[src/sv/hsv_h2r_pkg.sv]
package hsv_h2r_pkg;

   typedef enum logic [1:0] {
      MODE_HSV      = 2'd0,
      MODE_LINEAR   = 2'd1,
      MODE_WHEEL    = 2'd2,
      MODE_REGIONAL = 2'd3
   } mode_type;

   // HSV sectors, named by the full channel and then the ramp channel.
   typedef enum logic [2:0] {
      SECT_R_G = 3'd0,
      SECT_G_R = 3'd1,
      SECT_G_B = 3'd2,
      SECT_B_G = 3'd3,
      SECT_B_R = 3'd4,
      SECT_R_B = 3'd5
   } sector_type;

   typedef enum logic [1:0] {
      REGION_RG = 2'd0,
      REGION_GB = 2'd1,
      REGION_BR = 2'd2
   } region_type;

   typedef struct packed {
      logic [7:0] hue;
      logic [7:0] saturation;
      logic [7:0] brightness;
   } req_type;

   typedef struct packed {
      logic [7:0] red;
      logic [7:0] green;
      logic [7:0] blue;
   } rsp_type;

   typedef struct packed {
      mode_type   mode;
      logic       grey;
      sector_type sector;
      logic [7:0] value;
      logic [15:0] span;
      region_type region;
      logic [6:0] step;
      logic [6:0] wheel_red;
      logic [6:0] wheel_green;
      logic [6:0] wheel_blue;
   } s1_type;

   typedef struct packed {
      mode_type   mode;
      logic       grey;
      sector_type sector;
      logic [7:0] value;
      logic [23:0] product;
      rsp_type    alt;
   } s2_type;

   typedef struct packed {
      s2_type     base;
      logic [7:0] estimate;
   } s3_type;

   localparam logic [15:0] FULL_SCALE = 16'd65025;
   // floor(2^32 / 65025); the estimate is low by at most one.
   localparam logic [16:0] DIV_RECIP  = 17'd66051;
   localparam int          DIV_SHIFT  = 32;

   localparam int  WHEEL_DEPTH  = 128;
   localparam int  REGION_DEPTH = 85;
   localparam real PI = 3.14159265358979323846;

   typedef logic [7:0] wheel_tbl_type [WHEEL_DEPTH];
   typedef logic [7:0] region_tbl_type [REGION_DEPTH];

   // Entry j holds floor(255 * sin^2(pi * (6j + 3) / 1530)).
   function automatic wheel_tbl_type build_wheel_tbl();
      wheel_tbl_type tbl;
      real           ang;
      for (int j = 0; j < WHEEL_DEPTH; j++) begin
         ang    = PI * real'(6 * j + 3) / 1530.0;
         tbl[j] = 8'($rtoi(255.0 * $sin(ang) * $sin(ang)));
      end
      tbl[WHEEL_DEPTH - 1] = 8'd255;
      return tbl;
   endfunction

   // Entry n holds floor(255 * sin^2(pi * 9n / 1530)).
   function automatic region_tbl_type build_region_tbl();
      region_tbl_type tbl;
      real            ang;
      for (int n = 0; n < REGION_DEPTH; n++) begin
         ang    = PI * real'(9 * n) / 1530.0;
         tbl[n] = 8'($rtoi(255.0 * $sin(ang) * $sin(ang)));
      end
      return tbl;
   endfunction

   localparam wheel_tbl_type  WHEEL_TBL  = build_wheel_tbl();
   localparam region_tbl_type REGION_TBL = build_region_tbl();

endpackage

[src/sv/hsv_h2r_decode.sv]
module hsv_h2r_decode (
   input  logic                clock,
   input  logic                reset,
   input  hsv_h2r_pkg::mode_type mode,
   input  logic                in_valid,
   output logic                in_stall,
   input  hsv_h2r_pkg::req_type in_data,
   output logic                out_valid,
   input  logic                out_stall,
   output hsv_h2r_pkg::s1_type out_data
);

   localparam logic [8:0] OFFSET_RED   = 9'd127;
   localparam logic [8:0] OFFSET_GREEN = 9'd42;
   localparam logic [8:0] OFFSET_BLUE  = 9'd212;

   // The wheel angle 6*hue + 6*offset + 3 is folded into the first half turn.
   function automatic logic [6:0] wheel_index(input logic [7:0] hue,
                                              input logic [8:0] offset);
      logic [8:0] sum;
      logic [7:0] m;
      sum = {1'b0, hue} + offset;
      m   = (sum >= 9'd255) ? 8'(sum - 9'd255) : sum[7:0];
      return (m >= 8'd128) ? 7'(8'd254 - m) : m[6:0];
   endfunction

   logic                valid_ff, valid_in;
   hsv_h2r_pkg::s1_type data_ff, data_in;
   logic                ready;
   logic [7:0]          hue_w;
   logic [10:0]         h6;
   logic [8:0]          r;
   logic [7:0]          d;
   logic [15:0]         sd;

   assign ready    = !valid_ff || !out_stall;
   assign in_stall = !ready;
   assign valid_in = ready ? in_valid : valid_ff;

   always_comb begin
      hue_w = (in_data.hue == 8'd255) ? 8'd0 : in_data.hue;
      h6    = 11'(hue_w) * 11'd6;
      if (h6 >= 11'd1020) begin
         r = 9'(h6 - 11'd1020);
      end else if (h6 >= 11'd510) begin
         r = 9'(h6 - 11'd510);
      end else begin
         r = h6[8:0];
      end
      d  = (r >= 9'd255) ? 8'(r - 9'd255) : 8'(9'd255 - r);
      sd = 16'(in_data.saturation) * 16'(d);

      data_in.mode  = mode;
      data_in.grey  = (in_data.saturation == 8'd0);
      data_in.value = in_data.brightness;
      data_in.span  = hsv_h2r_pkg::FULL_SCALE - sd;

      if (h6 <= 11'd255) begin
         data_in.sector = hsv_h2r_pkg::SECT_R_G;
      end else if (h6 <= 11'd510) begin
         data_in.sector = hsv_h2r_pkg::SECT_G_R;
      end else if (h6 <= 11'd765) begin
         data_in.sector = hsv_h2r_pkg::SECT_G_B;
      end else if (h6 <= 11'd1020) begin
         data_in.sector = hsv_h2r_pkg::SECT_B_G;
      end else if (h6 <= 11'd1275) begin
         data_in.sector = hsv_h2r_pkg::SECT_B_R;
      end else begin
         data_in.sector = hsv_h2r_pkg::SECT_R_B;
      end

      if (hue_w >= 8'd170) begin
         data_in.region = hsv_h2r_pkg::REGION_BR;
         data_in.step   = 7'(hue_w - 8'd170);
      end else if (hue_w >= 8'd85) begin
         data_in.region = hsv_h2r_pkg::REGION_GB;
         data_in.step   = 7'(hue_w - 8'd85);
      end else begin
         data_in.region = hsv_h2r_pkg::REGION_RG;
         data_in.step   = hue_w[6:0];
      end

      // The wheel mode does not wrap hue 255.
      data_in.wheel_red   = wheel_index(in_data.hue, OFFSET_RED);
      data_in.wheel_green = wheel_index(in_data.hue, OFFSET_GREEN);
      data_in.wheel_blue  = wheel_index(in_data.hue, OFFSET_BLUE);
   end

   always_ff @(posedge clock) begin
      if (reset) begin
         valid_ff <= 1'b0;
      end else begin
         valid_ff <= valid_in;
      end
   end

   always_ff @(posedge clock) begin
      if (ready && in_valid) begin
         data_ff <= data_in;
      end
   end

   assign out_valid = valid_ff;
   assign out_data  = data_ff;

endmodule

[src/sv/hsv_h2r_scale.sv]
module hsv_h2r_scale (
   input  logic                clock,
   input  logic                reset,
   input  logic                in_valid,
   output logic                in_stall,
   input  hsv_h2r_pkg::s1_type in_data,
   output logic                out_valid,
   input  logic                out_stall,
   output hsv_h2r_pkg::s3_type out_data
);

   logic                v2_ff, v2_in, v3_ff, v3_in;
   logic                ready2, ready3;
   hsv_h2r_pkg::s2_type d2_ff, d2_in;
   hsv_h2r_pkg::s3_type d3_ff, d3_in;
   logic [7:0]          ramp;
   logic [40:0]         recip_prod;

   assign ready3   = !v3_ff || !out_stall;
   assign ready2   = !v2_ff || ready3;
   assign in_stall = !ready2;
   assign v2_in    = ready2 ? in_valid : v2_ff;
   assign v3_in    = ready3 ? v2_ff : v3_ff;

   // Product stage, plus the colours of the hue-only modes: table lookups, or a ramp of 3*step in linear mode.
   always_comb begin
      d2_in.mode    = in_data.mode;
      d2_in.grey    = in_data.grey;
      d2_in.sector  = in_data.sector;
      d2_in.value   = in_data.value;
      d2_in.product = 24'(in_data.span) * 24'(in_data.value);

      if (in_data.mode == hsv_h2r_pkg::MODE_LINEAR) begin
         ramp = 8'(in_data.step) * 8'd3;
      end else begin
         ramp = hsv_h2r_pkg::REGION_TBL[in_data.step];
      end

      if (in_data.mode == hsv_h2r_pkg::MODE_WHEEL) begin
         d2_in.alt.red   = hsv_h2r_pkg::WHEEL_TBL[in_data.wheel_red];
         d2_in.alt.green = hsv_h2r_pkg::WHEEL_TBL[in_data.wheel_green];
         d2_in.alt.blue  = hsv_h2r_pkg::WHEEL_TBL[in_data.wheel_blue];
      end else begin
         case (in_data.region)
            hsv_h2r_pkg::REGION_RG: begin
               d2_in.alt.red   = 8'd255 - ramp;
               d2_in.alt.green = ramp;
               d2_in.alt.blue  = 8'd0;
            end
            hsv_h2r_pkg::REGION_GB: begin
               d2_in.alt.red   = 8'd0;
               d2_in.alt.green = 8'd255 - ramp;
               d2_in.alt.blue  = ramp;
            end
            default: begin
               d2_in.alt.red   = ramp;
               d2_in.alt.green = 8'd0;
               d2_in.alt.blue  = 8'd255 - ramp;
            end
         endcase
      end
   end

   // Reciprocal stage: estimate of product / 65025.
   always_comb begin
      recip_prod     = 41'(d2_ff.product) * 41'(hsv_h2r_pkg::DIV_RECIP);
      d3_in.base     = d2_ff;
      d3_in.estimate = recip_prod[hsv_h2r_pkg::DIV_SHIFT + 7 : hsv_h2r_pkg::DIV_SHIFT];
   end

   always_ff @(posedge clock) begin
      if (reset) begin
         v2_ff <= 1'b0;
         v3_ff <= 1'b0;
      end else begin
         v2_ff <= v2_in;
         v3_ff <= v3_in;
      end
   end

   always_ff @(posedge clock) begin
      if (ready2 && in_valid) begin
         d2_ff <= d2_in;
      end
      if (ready3 && v2_ff) begin
         d3_ff <= d3_in;
      end
   end

   assign out_valid = v3_ff;
   assign out_data  = d3_ff;

endmodule

[src/sv/hsv_h2r_output.sv]
module hsv_h2r_output (
   input  logic                 clock,
   input  logic                 reset,
   input  logic                 in_valid,
   output logic                 in_stall,
   input  hsv_h2r_pkg::s3_type  in_data,
   output logic                 out_valid,
   input  logic                 out_stall,
   output hsv_h2r_pkg::rsp_type out_data
);

   logic                 valid_ff, valid_in;
   hsv_h2r_pkg::rsp_type data_ff, data_in;
   logic                 ready;
   logic [23:0]          back;
   logic [23:0]          rem;
   logic [7:0]           x;
   logic [7:0]           c;

   assign ready    = !valid_ff || !out_stall;
   assign in_stall = !ready;
   assign valid_in = ready ? in_valid : valid_ff;

   always_comb begin
      // The estimate is never high, so one correction step finishes the quotient.
      back = 24'(in_data.estimate) * 24'(hsv_h2r_pkg::FULL_SCALE);
      rem  = in_data.base.product - back;
      x    = (rem >= 24'(hsv_h2r_pkg::FULL_SCALE)) ? in_data.estimate + 8'd1
                                                   : in_data.estimate;
      c    = in_data.base.value;

      if (in_data.base.mode != hsv_h2r_pkg::MODE_HSV) begin
         data_in = in_data.base.alt;
      end else if (in_data.base.grey) begin
         data_in = '{red: c, green: c, blue: c};
      end else begin
         case (in_data.base.sector)
            hsv_h2r_pkg::SECT_R_G: data_in = '{red: c,    green: x,    blue: 8'd0};
            hsv_h2r_pkg::SECT_G_R: data_in = '{red: x,    green: c,    blue: 8'd0};
            hsv_h2r_pkg::SECT_G_B: data_in = '{red: 8'd0, green: c,    blue: x};
            hsv_h2r_pkg::SECT_B_G: data_in = '{red: 8'd0, green: x,    blue: c};
            hsv_h2r_pkg::SECT_B_R: data_in = '{red: x,    green: 8'd0, blue: c};
            default:               data_in = '{red: c,    green: 8'd0, blue: x};
         endcase
      end
   end

   always_ff @(posedge clock) begin
      if (reset) begin
         valid_ff <= 1'b0;
      end else begin
         valid_ff <= valid_in;
      end
   end

   always_ff @(posedge clock) begin
      if (ready && in_valid) begin
         data_ff <= data_in;
      end
   end

   assign out_valid = valid_ff;
   assign out_data  = data_ff;

endmodule

[src/sv/hsv_hue_to_rgb_converter_core.sv]
// A request is accepted into the decode register, then passes the product, reciprocal and
// output registers, four pipeline registers in all, before its response is valid.
// Throughput: one transaction per cycle unless stalled; the four registers carry their
// own valid bits and advance independently, so a stall at the output only holds full stages.
// The product multiply and the reciprocal multiply of the divide by 65025 each own a stage.
// Reset (synchronous, active high) empties the pipeline and sets the mode to HSV.
module hsv_hue_to_rgb_converter_core (
   input  logic                 clock,
   input  logic                 reset,
   input  logic                 req_valid,
   output logic                 req_stall,
   input  hsv_h2r_pkg::req_type req_data,
   output logic                 rsp_valid,
   input  logic                 rsp_stall,
   output hsv_h2r_pkg::rsp_type rsp_data,
   input  logic                 csr_write_enable,
   input  logic [1:0]           csr_write_data
);

   hsv_h2r_pkg::mode_type conversion_mode_ff, conversion_mode_in;
   logic                  s1_valid, s1_stall, s3_valid, s3_stall;
   hsv_h2r_pkg::s1_type   s1_data;
   hsv_h2r_pkg::s3_type   s3_data;

   assign conversion_mode_in = csr_write_enable ? hsv_h2r_pkg::mode_type'(csr_write_data)
                                                : conversion_mode_ff;

   always_ff @(posedge clock) begin
      if (reset) begin
         conversion_mode_ff <= hsv_h2r_pkg::MODE_HSV;
      end else begin
         conversion_mode_ff <= conversion_mode_in;
      end
   end

   hsv_h2r_decode u_decode (
      .clock     (clock),
      .reset     (reset),
      .mode      (conversion_mode_ff),
      .in_valid  (req_valid),
      .in_stall  (req_stall),
      .in_data   (req_data),
      .out_valid (s1_valid),
      .out_stall (s1_stall),
      .out_data  (s1_data)
   );

   hsv_h2r_scale u_scale (
      .clock     (clock),
      .reset     (reset),
      .in_valid  (s1_valid),
      .in_stall  (s1_stall),
      .in_data   (s1_data),
      .out_valid (s3_valid),
      .out_stall (s3_stall),
      .out_data  (s3_data)
   );

   hsv_h2r_output u_output (
      .clock     (clock),
      .reset     (reset),
      .in_valid  (s3_valid),
      .in_stall  (s3_stall),
      .in_data   (s3_data),
      .out_valid (rsp_valid),
      .out_stall (rsp_stall),
      .out_data  (rsp_data)
   );

endmodule
[config.mk]
export PLATFORM = sky130hd
export DESIGN_NAME = hsv_hue_to_rgb_converter_core
export DESIGN_NICKNAME = d
export VERILOG_FILES = /design/src/sv/hsv_h2r_pkg.sv /design/src/sv/hsv_h2r_decode.sv /design/src/sv/hsv_h2r_scale.sv /design/src/sv/hsv_h2r_output.sv /design/src/sv/hsv_hue_to_rgb_converter_core.sv
export SDC_FILE = /design/constraint.sdc
export NUM_CORES = 1
export LEC_CHECK = 0
export ABC_AREA = 1
export BUFFER_PORTS_ARGS = -buffer_cell sky130_fd_sc_hd__buf_2
export CAP_MARGIN = 5
export CORE_UTILIZATION = 23
export CTS_BUF_LIST = sky130_fd_sc_hd__clkbuf_4
export DETAILED_ROUTE_END_ITERATION = 6
export HOLD_SLACK_MARGIN = 0.08
export PLACE_DENSITY = 0.34
export SLEW_MARGIN = 10
export SYNTH_ARGS = -nofsm -noshare
export SYNTH_HDL_FRONTEND = slang
export SYNTH_SLANG_ARGS = --single-unit
[constraint.sdc]
create_clock -name clock -period 8.77 [get_ports clock]
set_input_delay 1.754 -clock clock [delete_from_list [all_inputs] [get_ports clock]]
set_output_delay 1.754 -clock clock [all_outputs]
set_load 0.05 [all_outputs]
Word-level counts from Yosys, hierarchy flattened
Memory sizes are Yosys's and may differ from the RTL's. Index checks and enable logic that the tools add are counted.

Bits in registers: 222. Output and inout port bits: 26. Memories kept: 4. Input port bits: 31. Word-level logic and storage cells: 150. Memory bits (read-only): 4096.

Memories: (name not given) (depth 128, bits a word 8, read ports 1, clocked after Yosys merged registers in 0, write ports 0, RTL line hsv_h2r_scale.sv:36) `ramp = hsv_h2r_pkg::REGION_TBL[in_data.step];`; (name not given) (depth 128, bits a word 8, read ports 1, clocked after Yosys merged registers in 0, write ports 0, RTL line hsv_h2r_scale.sv:40) `d2_in.alt.red = hsv_h2r_pkg::WHEEL_TBL[in_data.wheel_red];`; (name not given) (depth 128, bits a word 8, read ports 1, clocked after Yosys merged registers in 0, write ports 0, RTL line hsv_h2r_scale.sv:41) `d2_in.alt.green = hsv_h2r_pkg::WHEEL_TBL[in_data.wheel_green];`; (name not given) (depth 128, bits a word 8, read ports 1, clocked after Yosys merged registers in 0, write ports 0, RTL line hsv_h2r_scale.sv:42) `d2_in.alt.blue = hsv_h2r_pkg::WHEEL_TBL[in_data.wheel_blue];`.

Reduce and logical (&&, ||, !) cells: 20. Multipliers: 6. Bitwise gates (word level): 4. $lt $le $gt $ge: 21. Muxes and demuxes: 31. Add/subtract/negate cells: 19. Equal/unequal tests: 8.

Operator list (number): $mux 8 (16); $pmux 24 s5 (1); $mux 24 (3); $ge 8x8->1 const B (8); $pmux 24 s2 (1); $mul 24x17->40 const B (1); $ge 9x8->1 const B (4); $not 7->8 (4); $sub 8x8->8 const B (4); $mux 7 (4); $ge 24x16->1 const B (1); $mul 16x8->24 (1); $mul 8x16->24 const B (1); $sub 24x24->24 (1); $le 11x10->1 const B (2); $sub 7x7->7 const A (3); $mux 9 (2); $sub 9x9->9 const B (2); $mul 8x8->16 (1); $sub 16x16->16 const A (1); $sub 8x8->8 const A (2); $ge 11x10->1 const B (1); $ge 11x9->1 const B (1); $le 11x11->1 const B (1); other kinds (28) (43).

Logic depth before layout (Yosys ltp)
Word-level depth: 10. Gate-level depth with buffers: 45. Mapped depth without buffers: 44.

Cells and area by module
A second synthesis with hierarchy kept.

Cells, all modules: 4015. Area, all modules: 29706.0 µm².

Modules (own cells, without submodules): hsv_h2r_scale (cells each 2287, instances 1, area each 17221.5 µm²); hsv_h2r_decode (cells each 900, instances 1, area each 7226.9 µm²); hsv_h2r_output (cells each 815, instances 1, area each 5176.2 µm²); hsv_hue_to_rgb_converter_core (cells each 13, instances 1, area each 81.3 µm²).

Worst setup path before layout
OpenSTA, ideal clock, no wires.

Kind: input to register. Start: input port req_data[22] in the netlist's numbering. End: register u_decode.data_ff (netlist bit u_decode.out_data[44]) (data pin). Stages: 37. Path slack: 0.292 ns. Arrival time: 8.218 ns. Data required time: 8.510 ns. Library setup time: 0.260 ns. Cell sequence: ha_1 nand2_1 nor2_2 buf_6 nor2_1 inv_1 fa_1 xnor2_1 inv_1 nor2_1 nand4_2 nor2_2 nand2_1 nand3_2 nand2_4 inv_2 nand2_4 nand2_4 nand2_1 nand2_2 nor2_1 fa_1 fa_1 fa_1 fa_1 inv_1 ha_1 nand4_1 o221ai_1 a21oi_1 o21ai_0 nand2_1 inv_1 nor2_1 nor2_1 nor2_1 xor2_1.

RTL lines: start, declared (RTL line hsv_hue_to_rgb_converter_core.sv:12) `input hsv_h2r_pkg::req_type req_data,`; end signal, assigned (RTL line hsv_h2r_decode.sv:99) `data_ff <= data_in;`; end, declared (RTL line hsv_h2r_decode.sv:28) `hsv_h2r_pkg::s1_type data_ff, data_in;`.

==> impl_metrics.prom <==
# TYPE chip_impl_metric gauge
chip_impl_info{name="critical_path_class",value="input pin to flip-flop"} 1
chip_impl_metric{name="finalSetupViolCount",unit=""} 0
chip_impl_metric{name="postCtsResizedCells",unit=""} 0
chip_impl_info{name="cts_tree",value="yes"} 1
chip_impl_metric{name="grt_max_degree",unit=""} 67
chip_impl_metric{name="worst-r2r-cell-count",unit=""} 23
chip_impl_metric{name="synth_area",unit="mm²"} 0.0277
chip_impl_metric{name="area_growth_syn_to_layout",unit="%"} 11.9
chip_impl_metric{name="maxSlewHeadroom",unit=""} 0.278
chip_impl_metric{name="place_hpwl",unit="mm"} 69.0
chip_impl_metric{name="dpl_worst_slack",unit="ns"} 0.0239
chip_impl_metric{name="numPortBuffers",unit=""} 56
chip_impl_metric{name="post_drt_via_cell_ratio",unit=""} 4.37
chip_impl_metric{name="critical_path.max_stage_delay",unit="ns"} 0.56
chip_impl_metric{name="floorplan.io_pins",unit=""} 57
chip_impl_info{name="yosys.area.top_type",value="edfxtp_1"} 1
chip_impl_metric{name="worst_slack",unit="ns"} 0.886
chip_impl_metric{name="max_clock_freq",unit="GHz"} 0.127
chip_impl_metric{name="drt_iter0_markers",unit=""} 1130
chip_impl_metric{name="die_area",unit="mm²"} 0.122
chip_impl_metric{name="min_period",unit="ns"} 7.88
chip_impl_metric{name="synthCells",unit=""} 3555
chip_impl_metric{name="hold_viol_final",unit=""} 0
chip_impl_metric{name="max_cap_viol_count",unit=""} 0
chip_impl_info{name="rsz0062_at_grt",value="no"} 1
chip_impl_metric{name="setup_total_negative_slack",unit="ns"} 0
chip_impl_info{name="cp-start-kind",value="input pin"} 1
chip_impl_info{name="holdCritPathClass",value="flip-flop to flip-flop"} 1
chip_impl_metric{name="clk_pin_slew",unit="ns"} 0.06
chip_impl_metric{name="timing.hold.worst_path_depth",unit=""} 0
chip_impl_metric{name="routedWlPerCell",unit="µm"} 15.9
chip_impl_info{name="top_area_cells_in_the_synthesized_netlist",value="edfxtp_1 (23%), ha_1 (17%), fa_1 (13%)"} 1
chip_impl_metric{name="synth_nets",unit=""} 4150
chip_impl_info{name="synthMostInstantiatedCell",value="nand2_1"} 1
chip_impl_metric{name="area_of_the_multi_input_gates",unit="mm²"} 0.0182
chip_impl_metric{name="detailroute.via_count",unit=""} 23209
chip_impl_metric{name="antenna_violations_before_repair",unit=""} 3
chip_impl_metric{name="post-cts-setup-buffer-count",unit=""} 0
chip_impl_metric{name="crit_arrival",unit="ns"} 8.44
chip_impl_info{name="cts-root-buf",value="clkbuf_4"} 1
chip_impl_metric{name="die_height",unit="µm"} 349
chip_impl_metric{name="number_of_placed_instances_with_taps_included",unit=""} 5181
chip_impl_metric{name="path_max_fanout",unit=""} 8
chip_impl_metric{name="design.core.area",unit="mm²"} 0.120
chip_impl_metric{name="ys_seq_area_frac",unit=""} 0.238
chip_impl_metric{name="synthArstFlopShare",unit=""} 0
chip_impl_info{name="slowest_stage",value="fa_1"} 1
chip_impl_info{name="crit_end_category",value="flip-flop"} 1
chip_impl_metric{name="tightest_slew",unit="ns"} 1.07
chip_impl_metric{name="post_cts_hold_buffer_count",unit=""} 0
chip_impl_metric{name="grt_use_total",unit=""} 0.141
chip_impl_metric{name="final_layout_size_suffix_gt1_frac",unit=""} 0.0806
chip_impl_metric{name="synth_enable_flop_cells",unit=""} 216
chip_impl_info{name="most_instantiated_cells_after_synthesis",value="nand2_1 (718), inv_1 (661), ha_1 (381)"} 1
chip_impl_metric{name="syn-mean-instance-area",unit="µm²"} 7.80
chip_impl_info{name="status",value="completed"} 1
chip_impl_metric{name="seq_area",unit="mm²"} 0.00661
chip_impl_metric{name="num_rows",unit=""} 127
chip_impl_metric{name="final.period_utilization",unit=""} 0.899
chip_impl_metric{name="finalNetCount",unit=""} 4241
chip_impl_metric{name="wire_length_of_the_first_global_routing_pass",unit="mm"} 135
chip_impl_metric{name="drt_wl_total",unit="mm"} 84.6
chip_impl_metric{name="first_global_vias",unit=""} 24141
chip_impl_metric{name="gp_routability_congestion",unit=""} 0.829
chip_impl_metric{name="finClkSkew",unit="ns"} 0.0829
chip_impl_metric{name="count_of_warnings_emitted_by_yosys",unit=""} 0
chip_impl_metric{name="cts_sinks",unit=""} 222
chip_impl_metric{name="insertion_delay",unit="ns"} 0.84
chip_impl_metric{name="ctsHtreeMaxLevel",unit=""} 3
chip_impl_metric{name="dieWidth",unit="µm"} 349
chip_impl_metric{name="synth_top_area_frac",unit=""} 0.234
chip_impl_metric{name="initial_core_util",unit=""} 0.232
chip_impl_metric{name="detailedRoute.firstPassIterationCount",unit=""} 5
chip_impl_metric{name="post_synth_num_cell_types",unit=""} 65
chip_impl_metric{name="cts_made_buffers",unit=""} 75
chip_impl_metric{name="synth.ff_latch_count",unit=""} 222
chip_impl_metric{name="detail-route-antenna-nets",unit=""} 0
chip_impl_metric{name="finalNonFillerCells",unit=""} 5312
chip_impl_info{name="yosys_most_used_dff",value="edfxtp_1"} 1
chip_impl_metric{name="timing.final.max_slew_violations",unit=""} 0
chip_impl_metric{name="ctsLongestPathBuffers",unit=""} 3
chip_impl_metric{name="post-route-drc-count",unit=""} 0
chip_impl_metric{name="gr-total-overflow",unit=""} 0
chip_impl_metric{name="cp_data_required_time",unit="ns"} 9.33
chip_impl_metric{name="layout.filler_cells",unit=""} 13482
[layout by cell type, fill, tap and decap left out, types with 103 or more instances in the layout]
master	n
edfxtp_1	216
inv_1	660
nor2_1	291
ha_1	381
a21oi_1	208
o21ai_0	178
clkbuf_4	103
nand3_1	175
nand2_1	718
fa_1	183
[per-stage QoR]
step           utilization  hold slack, ns  area [µm²]
5_1_grt              0.259           0.407       31000
4_1_cts              0.259           0.384       31000
3_3_place_gp         0.251           0.403       30100
3_5_place_dp         0.251           0.405       30100
6_report             0.259           0.404       31000
2_1_floorplan            -           0.400       27700
[cell families after synthesis]
family                   Yosys count  synth area share
AND/OR/NAND/NOR                 1321             0.200
buffers and inverters            779             0.106
AO/OA/AOI/OAI                    564             0.118
adder cells (fa/ha/maj)          564             0.304
flip-flops                       222             0.238
XOR/XNOR                         105            0.0337
[metal layers]
layer / wire (µm) / GRT usage
met5: 0 / 0
met4: 1600 / 0.0383
met3: 2180 / 0.0168
met2: 37900 / 0.227
met1: 42900 / 0.196
[path summary, 6_finish.rpt]
| check | slack [ns] | start | end |
|---|---|---|---|
| setup / recovery | 0.89 | req_data[18] | u_decode.out_data[44] |
| hold / removal | 0.40 | u_scale.d2_ff[1] | u_scale.out_data[9] |
| setup reg to reg | 2.57 | u_scale.out_data[6] | u_output.out_data[15] |
| hold reg to reg | 0.40 | u_scale.d2_ff[1] | u_scale.out_data[9] |
[final cells by class]
class,instances,area share
Antenna cell,1,0.0000806
Clock buffer,103,0.0249
Clock inverter,27,0.00568
Inverter,683,0.0826
Multi-Input combinational cell,2554,0.587
Sequential cell,222,0.213
Tap cell,1612,0.0650
Timing Repair Buffer,110,0.0221
[worst max-delay path: cells and delay by family]
family	cells	cell delay, ns
compound gates	3	0.63
xor+xnor	2	0.41
fa+ha+maj	7	2.99
buf+inv	4	0.28
simple gates	20	2.36
[registers in the layout, indices dropped and copies added, names as in the netlist]
register            cells
u_scale.out_data       70
u_scale.d2_ff          62
u_decode.out_data      60
u_output.out_data      24
conversion_mode_ff      2
u_decode.out_valid      1
u_output.out_valid      1
u_scale.out_valid       1
u_scale.v2_ff           1
Power is left out: the tool's default activity adds up to more than one toggle a clock period on the data nets, which glitch-free logic cannot reach.
